`src/hw/rtl/bqe_pkg.sv`:
```
// Shared types, register codes and rotation-table builder for the billboard quad expander.
// Depends on nothing; every other file imports it.
package bqe_pkg;

  // Fixed-point formats: positions Q16.16, vectors and table terms Q2.14, size Q8.8
  typedef logic signed [31:0] pos_t;
  typedef logic signed [15:0] vec16_t;
  typedef logic signed [31:0] prod_t;
  typedef logic signed [32:0] dot_t;
  typedef logic signed [49:0] scaled_t;
  typedef logic signed [29:0] offs_t;

  // Input request and result payloads
  typedef struct packed {
    pos_t        pos_x;
    pos_t        pos_y;
    pos_t        pos_z;
    logic [15:0] size;
    logic [7:0]  angle;
  } bqe_in_t;

  typedef struct packed {
    pos_t c0_x;
    pos_t c0_y;
    pos_t c0_z;
    pos_t c1_x;
    pos_t c1_y;
    pos_t c1_z;
    pos_t c2_x;
    pos_t c2_y;
    pos_t c2_z;
    pos_t c3_x;
    pos_t c3_y;
    pos_t c3_z;
  } bqe_out_t;

  // Configuration register indexes
  localparam int unsigned CFG_IDX_W = 3;
  typedef enum logic [CFG_IDX_W-1:0] {
    CFG_RIGHT_X = 3'd0,
    CFG_RIGHT_Y = 3'd1,
    CFG_RIGHT_Z = 3'd2,
    CFG_UP_X    = 3'd3,
    CFG_UP_Y    = 3'd4,
    CFG_UP_Z    = 3'd5
  } bqe_cfg_idx_t;

  localparam vec16_t RIGHT_X_RST = 16'sd16384;
  localparam vec16_t RIGHT_Y_RST = 16'sd0;
  localparam vec16_t RIGHT_Z_RST = 16'sd0;
  localparam vec16_t UP_X_RST    = 16'sd0;
  localparam vec16_t UP_Y_RST    = 16'sd0;
  localparam vec16_t UP_Z_RST    = 16'sd16384;

  // Camera basis, index 0..2 = x..z
  typedef struct packed {
    vec16_t [2:0] right;
    vec16_t [2:0] up;
  } bqe_cam_t;

  // Rotation terms; the second and third terms of a row are equal, so keep one
  typedef struct packed {
    vec16_t r0;
    vec16_t r1;
    vec16_t r3;
  } bqe_rot_t;

  // Table lookup stage -> vector unit
  typedef struct packed {
    logic         valid;
    bqe_rot_t     rot;
    pos_t [2:0]   pos;
    logic [15:0]  size;
  } bqe_lkp_t;

  // Vector unit -> corner stage
  typedef struct packed {
    logic         valid;
    pos_t [2:0]   pos;
    offs_t [2:0]  v1;
    offs_t [2:0]  v2;
  } bqe_vec_t;

  localparam logic [63:0] Q30_ONE = 64'd1 << 30;
  localparam logic [63:0] PI_Q30  = 64'd3373259426;

  // Round a Q30 value to Q2.14, half up
  function automatic vec16_t rnd_q14(input logic signed [63:0] v);
    logic signed [63:0] t;
    t = (v + 64'sd32768) >>> 16;
    return t[15:0];
  endfunction

  // Build one table row from a 32-bit phase (full turn = 2^32)
  function automatic bqe_rot_t rot_row(input logic [31:0] phase);
    logic [1:0]  quad;
    logic [63:0] rem;
    logic        fold;
    logic [63:0] arg;
    logic [63:0] x;
    logic [63:0] x2;
    logic [63:0] t;
    logic [63:0] su;
    logic [63:0] cu;
    logic signed [63:0] sp;
    logic signed [63:0] cp;
    logic signed [63:0] cs;
    logic signed [63:0] ss;
    bqe_rot_t row;
    quad = phase[31:30];
    rem  = {34'd0, phase[29:0]};
    fold = rem > (Q30_ONE >> 1);
    arg  = fold ? (Q30_ONE - rem) : rem;
    x    = (arg * PI_Q30) >> 31;
    x2   = (x * x) >> 30;
    // sine series
    t  = Q30_ONE - x2 / 64'd72;
    t  = Q30_ONE - ((x2 * t) >> 30) / 64'd42;
    t  = Q30_ONE - ((x2 * t) >> 30) / 64'd20;
    t  = Q30_ONE - ((x2 * t) >> 30) / 64'd6;
    su = (x * t) >> 30;
    // cosine series
    t  = Q30_ONE - x2 / 64'd90;
    t  = Q30_ONE - ((x2 * t) >> 30) / 64'd56;
    t  = Q30_ONE - ((x2 * t) >> 30) / 64'd30;
    t  = Q30_ONE - ((x2 * t) >> 30) / 64'd12;
    t  = Q30_ONE - ((x2 * t) >> 30) / 64'd2;
    cu = t;
    // undo the octant fold
    sp = fold ? $signed(cu) : $signed(su);
    cp = fold ? $signed(su) : $signed(cu);
    // undo the quadrant fold
    case (quad)
      2'd0:    begin cs = cp;  ss = sp;  end
      2'd1:    begin cs = -sp; ss = cp;  end
      2'd2:    begin cs = -cp; ss = -sp; end
      default: begin cs = sp;  ss = -cp; end
    endcase
    row.r0 = rnd_q14(-cs - ss);
    row.r1 = rnd_q14(cs - ss);
    row.r3 = rnd_q14(ss + cs);
    return row;
  endfunction

endpackage

```
`src/hw/rtl/bqe_corner.sv`:
```
// Corner stage: pos +/- v1 and pos +/- v2 with 32-bit saturation, registered output.
// Depends on bqe_pkg (stage struct, result payload).
module bqe_corner (
  input  logic              clk,
  input  logic              rst_n,
  input  bqe_pkg::bqe_vec_t vec,
  output logic              out_valid,
  output bqe_pkg::bqe_out_t out_res
);
  import bqe_pkg::*;

  logic     out_valid_r;
  bqe_out_t out_res_r;
  bqe_out_t out_res_nxt;
  pos_t     c0 [3];
  pos_t     c1 [3];
  pos_t     c2 [3];
  pos_t     c3 [3];

  // Exact sum, then clamp to the 32-bit range
  function automatic pos_t sat_add(input pos_t p, input offs_t v, input logic sub);
    logic signed [33:0] s;
    s = sub ? (34'(p) - 34'(v)) : (34'(p) + 34'(v));
    if (s > 34'sd2147483647) begin
      return 32'sh7fffffff;
    end else if (s < -34'sd2147483648) begin
      return 32'sh80000000;
    end
    return s[31:0];
  endfunction

  always_comb begin
    for (int d = 0; d < 3; d++) begin
      c0[d] = sat_add(vec.pos[d], vec.v1[d], 1'b0);
      c1[d] = sat_add(vec.pos[d], vec.v2[d], 1'b0);
      c2[d] = sat_add(vec.pos[d], vec.v1[d], 1'b1);
      c3[d] = sat_add(vec.pos[d], vec.v2[d], 1'b1);
    end
    out_res_nxt.c0_x = c0[0];
    out_res_nxt.c0_y = c0[1];
    out_res_nxt.c0_z = c0[2];
    out_res_nxt.c1_x = c1[0];
    out_res_nxt.c1_y = c1[1];
    out_res_nxt.c1_z = c1[2];
    out_res_nxt.c2_x = c2[0];
    out_res_nxt.c2_y = c2[1];
    out_res_nxt.c2_z = c2[2];
    out_res_nxt.c3_x = c3[0];
    out_res_nxt.c3_y = c3[1];
    out_res_nxt.c3_z = c3[2];
  end

  // Strobe for one cycle per request
  always_ff @(posedge clk) begin
    if (!rst_n) begin
      out_valid_r <= 1'b0;
    end else begin
      out_valid_r <= vec.valid;
    end
  end

  always_ff @(posedge clk) begin
    out_res_r <= out_res_nxt;
  end

  assign out_valid = out_valid_r;
  assign out_res   = out_res_r;

endmodule

```
`config.mk`:
```
export PLATFORM = sky130hd
export DESIGN_NAME = bqe_corner
export DESIGN_NICKNAME = d
export VERILOG_FILES = /design/src/hw/rtl/bqe_pkg.sv /design/src/hw/rtl/bqe_corner.sv
export SDC_FILE = /design/constraint.sdc
export NUM_CORES = 1
export LEC_CHECK = 0
export ABC_AREA = 1
export BUFFER_PORTS_ARGS = -buffer_cell sky130_fd_sc_hd__buf_2
export CORE_MARGIN = 5
export CORE_UTILIZATION = 46
export DETAILED_ROUTE_END_ITERATION = 7
export PLACE_DENSITY = 0.65
export SLEW_MARGIN = 15
export SYNTH_ARGS = -nofsm -noshare
export SYNTH_HDL_FRONTEND = slang
export SYNTH_SLANG_ARGS = --single-unit
```
`constraint.sdc`:
```
create_clock -name clk -period 6.5 [get_ports clk]
set_input_delay 0.325 -clock clk [delete_from_list [all_inputs] [get_ports clk]]
set_output_delay 0.325 -clock clk [all_outputs]
set_load 0.01 [all_outputs]
```
Word-level counts from Yosys, hierarchy flattened. Index checks and enable logic that the tools add are counted. Widths: inputs -> output; s select.

Bits in registers: 385. Memories: 0. Bits in writable memories: 0. Memory bits (read-only): 0. Input port bits: 279. Latch bits: 0.

Equality and inequality tests: 0. Bitwise gates (word level): 0. $add $sub $neg: 12. Shift operators: 0. $mul: 0. Multiplexer cells: 60. Reduce and logical (&&, ||, !) cells: 0. Divide/modulo/power cells: 0. $lt $le $gt $ge: 24.

Operator list (count): $mux 32 (36); $gt 34x32->1 const B (6); $lt 34x32->1 const B (6); $add 32x30->33 (6); $gt 33x32->1 const B (6); $lt 33x32->1 const B (6); $sub 32x30->33 (6); $mux 1 (24).

Longest topological paths before layout.
Word-level depth: 5. Gate-level depth with buffers: 23.

Worst setup path after synthesis. Ideal clock, no wire load.

Kind: input to register. Start: input vec[244] (netlist name). End: register out_res_r, in the netlist out_res[100]. Data required time: 6.385 ns. Arrival time: 2.358 ns. Library setup time: 0.115 ns. Path buffers: 1. Setup slack: 4.027 ns. Cell stages on the path: 21. Cells stage by stage: inv_1 > ha_1 > inv_1 > fa_1 > nand2_1 > nand2_1 > nand3_1 > nand2_1 > nand2_2 > nand2_2 > nand2_1 > nand2_1 > nor2_1 > nand3_1 > nor2_1 > nand3_1 > nor2_1 > nor2_1 > nand2_2 > buf_6 > nand2_2.

RTL lines: from (decl) (line bqe_corner.sv:6) `input bqe_pkg::bqe_vec_t vec,`; to (signal assigned) (line bqe_corner.sv:63) `out_res_r <= out_res_nxt;`; to (decl) (line bqe_corner.sv:13) `bqe_out_t out_res_r;`.

==> results.json <==
{
  "status": "finished, final reports clean",
  "fin_setup_tns_ns": 0,
  "crit_top_cell": "nand2_1",
  "end_kind": "flop",
  "ys.warnings.count": 0,
  "fin_nets": 7237,
  "fin_util_pct": 52.9,
  "hold_path_end": "out_res[193]",
  "avgRoutedWirePerCell_um": 20.1,
  "cp_slowest_cell": "fa_1",
  "layout-drive-gt1-share_pct": 14.0,
  "io_pins": 664,
  "drc": 0,
  "required_ns": 6.94,
  "area_growth_pct": 13.9,
  "fin_crit_sh_pct": 46.5,
  "ys_ff_latch": 385,
  "synthDistinctLibCells": 44,
  "relSlewSlack_pct": 27.4,
  "gp_congestion": 1.04,
  "synth.net_count": 6730,
  "max_stage_delay_ns": 0.48,
  "final.min_clock_period_ns": 3.02,
  "critPathMaxFanout": 31,
  "cts_tree": "yes",
  "synthXorXnorAreaFrac_pct": 5.49,
  "synthCells": 6055,
  "start_util_pct": 46.5,
  "whs_path_depth": 4,
  "timing_hold_violations_final": 0,
  "hp-class": "input pin to flop",
  "cts_buffers": 45,
  "fmax_ghz": 0.331,
  "crit_chain": "buf_2 -> inv_1 -> ha_1 -> inv_1 -> fa_1 -> nand2_1 -> nand2_1 -> nand3_1 -> nand2_1 -> nand2_1 -> nand2_1 -> nand2_1 -> nand3_1 -> nand2_1 -> nand3_1 -> nor2_1 -> nand2_1 -> nor2_1 -> nor2_1 -> nand2_2 -> nand2_1",
  "syn_area_um2": 36800,
  "p_leak_nw": 23.8,
  "routed_via_density": 5.31,
  "yosysTopAreaCell": "dfxtp_1",
  "grt_pass1_wl_mm": 229,
  "clock-sinks": 385,
  "yosysSeqAreaShare_pct": 21.0,
  "max-cap-violations": 0,
  "worst_slew_pin_slew_ns": 1.09,
  "setup_viol": 0,
  "synth_flop_cell": "dfxtp_1",
  "ys_async_sr_fraction_pct": 0,
  "dp.cells": 7563,
  "synth_simple_gate_area_share_pct": 34.6,
  "dpl.hpwl_mm": 131,
  "critPathArrivalTime_ns": 3.46,
  "cp-start-kind": "input pin",
  "cts_setup_buffers": 0,
  "peakVddDrop_v": 0.000258,
  "instances_no_fill": 7666,
  "synth_edf_count": 0,
  "root_buffer": "clkbuf_16",
  "rows": 103,
  "rsz0062_at_grt": "no",
  "nFillCells": 8507,
  "finalWirelength_mm": 154,
  "synth_top_area_share_pct": 21.0,
  "io_buffers": 663,
  "synthAdderAreaFrac_pct": 13.7,
  "synth_compound_area_share_pct": 12.6,
  "hold_start": "vec[61]",
  "grt_max_degree": 32,
  "clk_pin_slew_ns": 0.06,
  "cts_buffer_depth": 3,
  "drt_iter0_markers": 3406,
  "core_um2": 79100,
  "syn_avg_cell_area_um2": 6.07,
  "grt_pass1_vias": 38740,
  "crit_type": "input pin to flop",
  "dr.pass1.iters": 6,
  "die_area_um2": 85700,
  "maxSlewViolCount": 0,
  "overflow": 0,
  "ant_nets": 0,
  "synthMostInstantiatedCell": "nand2_1",
  "synth_area_leaders": "dfxtp_1 21%, nand2_1 19%, ha_1 13%",
  "powerDensity_nw_per_um2": 272,
  "synth.top_cells.by_count": "1881 x nand2_1, 892 x inv_1, 580 x nor2_1",
  "synth_top_family_by_area": "simple AND/OR/NAND/NOR gates",
  "vias": 40722,
  "die_height_um": 293,
  "antenna_found_initial": 20,
  "synthMuxAreaShare_pct": 0,
  "h-tree-depth": 2,
  "grt_use_total_pct": 34.0,
  "dieWidth_um": 293
}
-- flip-flops by register name (all words and copies together), names as in the netlist --
signal and flops:
out_valid 1, out_res 384
-- cell families after synthesis --
kind of cell / count (synthesis)
AND/OR/NAND/NOR: 3089
AO/OA/AOI/OAI: 834
XOR/XNOR: 228
adder cells (fa/ha/maj): 396
flip-flops: 385
buffers and inverters: 1123
-- critical path, delay by kind of cell --
kind / cells / cell delay (ns)
simple gates: 16 / 2.22
fa+ha+maj: 2 / 0.62
buf+inv: 3 / 0.28
-- repair_timing --
| item | 4_1_cts | 5_1_grt |
|---|---|---|
| endpoints found under the hold margin | 1 | 0 |
| hold buffers | 2 | 0 |
| resized for setup | 0 | 0 |
-- cell type report --
type,count,area [um^2],share of cell area (%)
clock buffers,55,1220,2.92
diodes,17,42.5,0.102
well taps,1050,1310,3.14
clock inverters,29,397,0.947
multi-input cells,4547,24400,58.2
flip-flops and latches,385,7710,18.4
repair buffers,672,3390,8.09
inverters,911,3420,8.16
-- placed cells by master (no fill, tap or decap), types with 8 or more instances in the layout --
cell type / n
nand2_1: 1879
inv_1: 892
buf_2: 663
nor2_1: 580
a21oi_1: 461
dfxtp_1: 385
ha_1: 384
nand3_1: 375
xor2_1: 219
o21ai_0: 197
nand2_2: 90
nor3_1: 47
clkbuf_16: 46
nand4_1: 40
o21a_1: 37
nor4_1: 24
o21ai_1: 21
a211oi_1: 21
o21bai_1: 20
a21o_1: 20
inv_2: 19
a21oi_2: 18
diode_2: 17
o211ai_1: 14
fa_1: 12
and2_1: 11
nor2_2: 10
nor3_2: 9
o21ai_2: 8
or2_2: 8
-- metal layers --
metal	routed length, um	vias up	part of all wire (%)	track usage, %
met5	73	-	0.047	0
met4	7640	12	4.9	14.3
met3	12500	350	8.1	5.37
met2	71000	1804	46	57.6
met1	63100	18611	41	43.1
li1	-	19945	-	-
-- how the worst max path moves through the flow --
| stage | slack [ns] | from | cells after the start | end |
|---|---|---|---|---|
| floorplan | 4.03 | vec[244] | 21 | out_res[100] |
| global placement | 2.86 | vec[212] | 17 | out_res[38] |
| detailed placement | 2.78 | vec[212] | 17 | out_res[38] |
| CTS | 3.43 | vec[212] | 17 | out_res[38] |
| global route | 3.23 | vec[180] | 21 | out_res[88] |
| finish | 3.48 | vec[180] | 21 | out_res[94] |
-- per-stage QoR --
step | hold slack (ns) | total power, W | setup slack, ns | area (um^2)
after floorplan | 0.418 | 0.00649 | 4.03 | 36800
after global placement | 0.514 | 0.00856 | 2.86 | 40200
after detailed placement | 0.518 | 0.00856 | 2.78 | 40200
after CTS | 0.117 | 0.0114 | 3.43 | 41800
after global routing | 0.155 | 0.0121 | 3.23 | 41900
final | 0.146 | 0.0114 | 3.48 | 41900
-- where the power goes --
part	leakage, nW	internal (W)	switching [W]
clock	0.780	0.00165	0.00114
sequential	3.25	0.00313	0.000306
combinational	19.8	0.00166	0.00351
total	23.8	0.00644	0.00496
No activity file was read; power rests on OpenSTA's default activity.
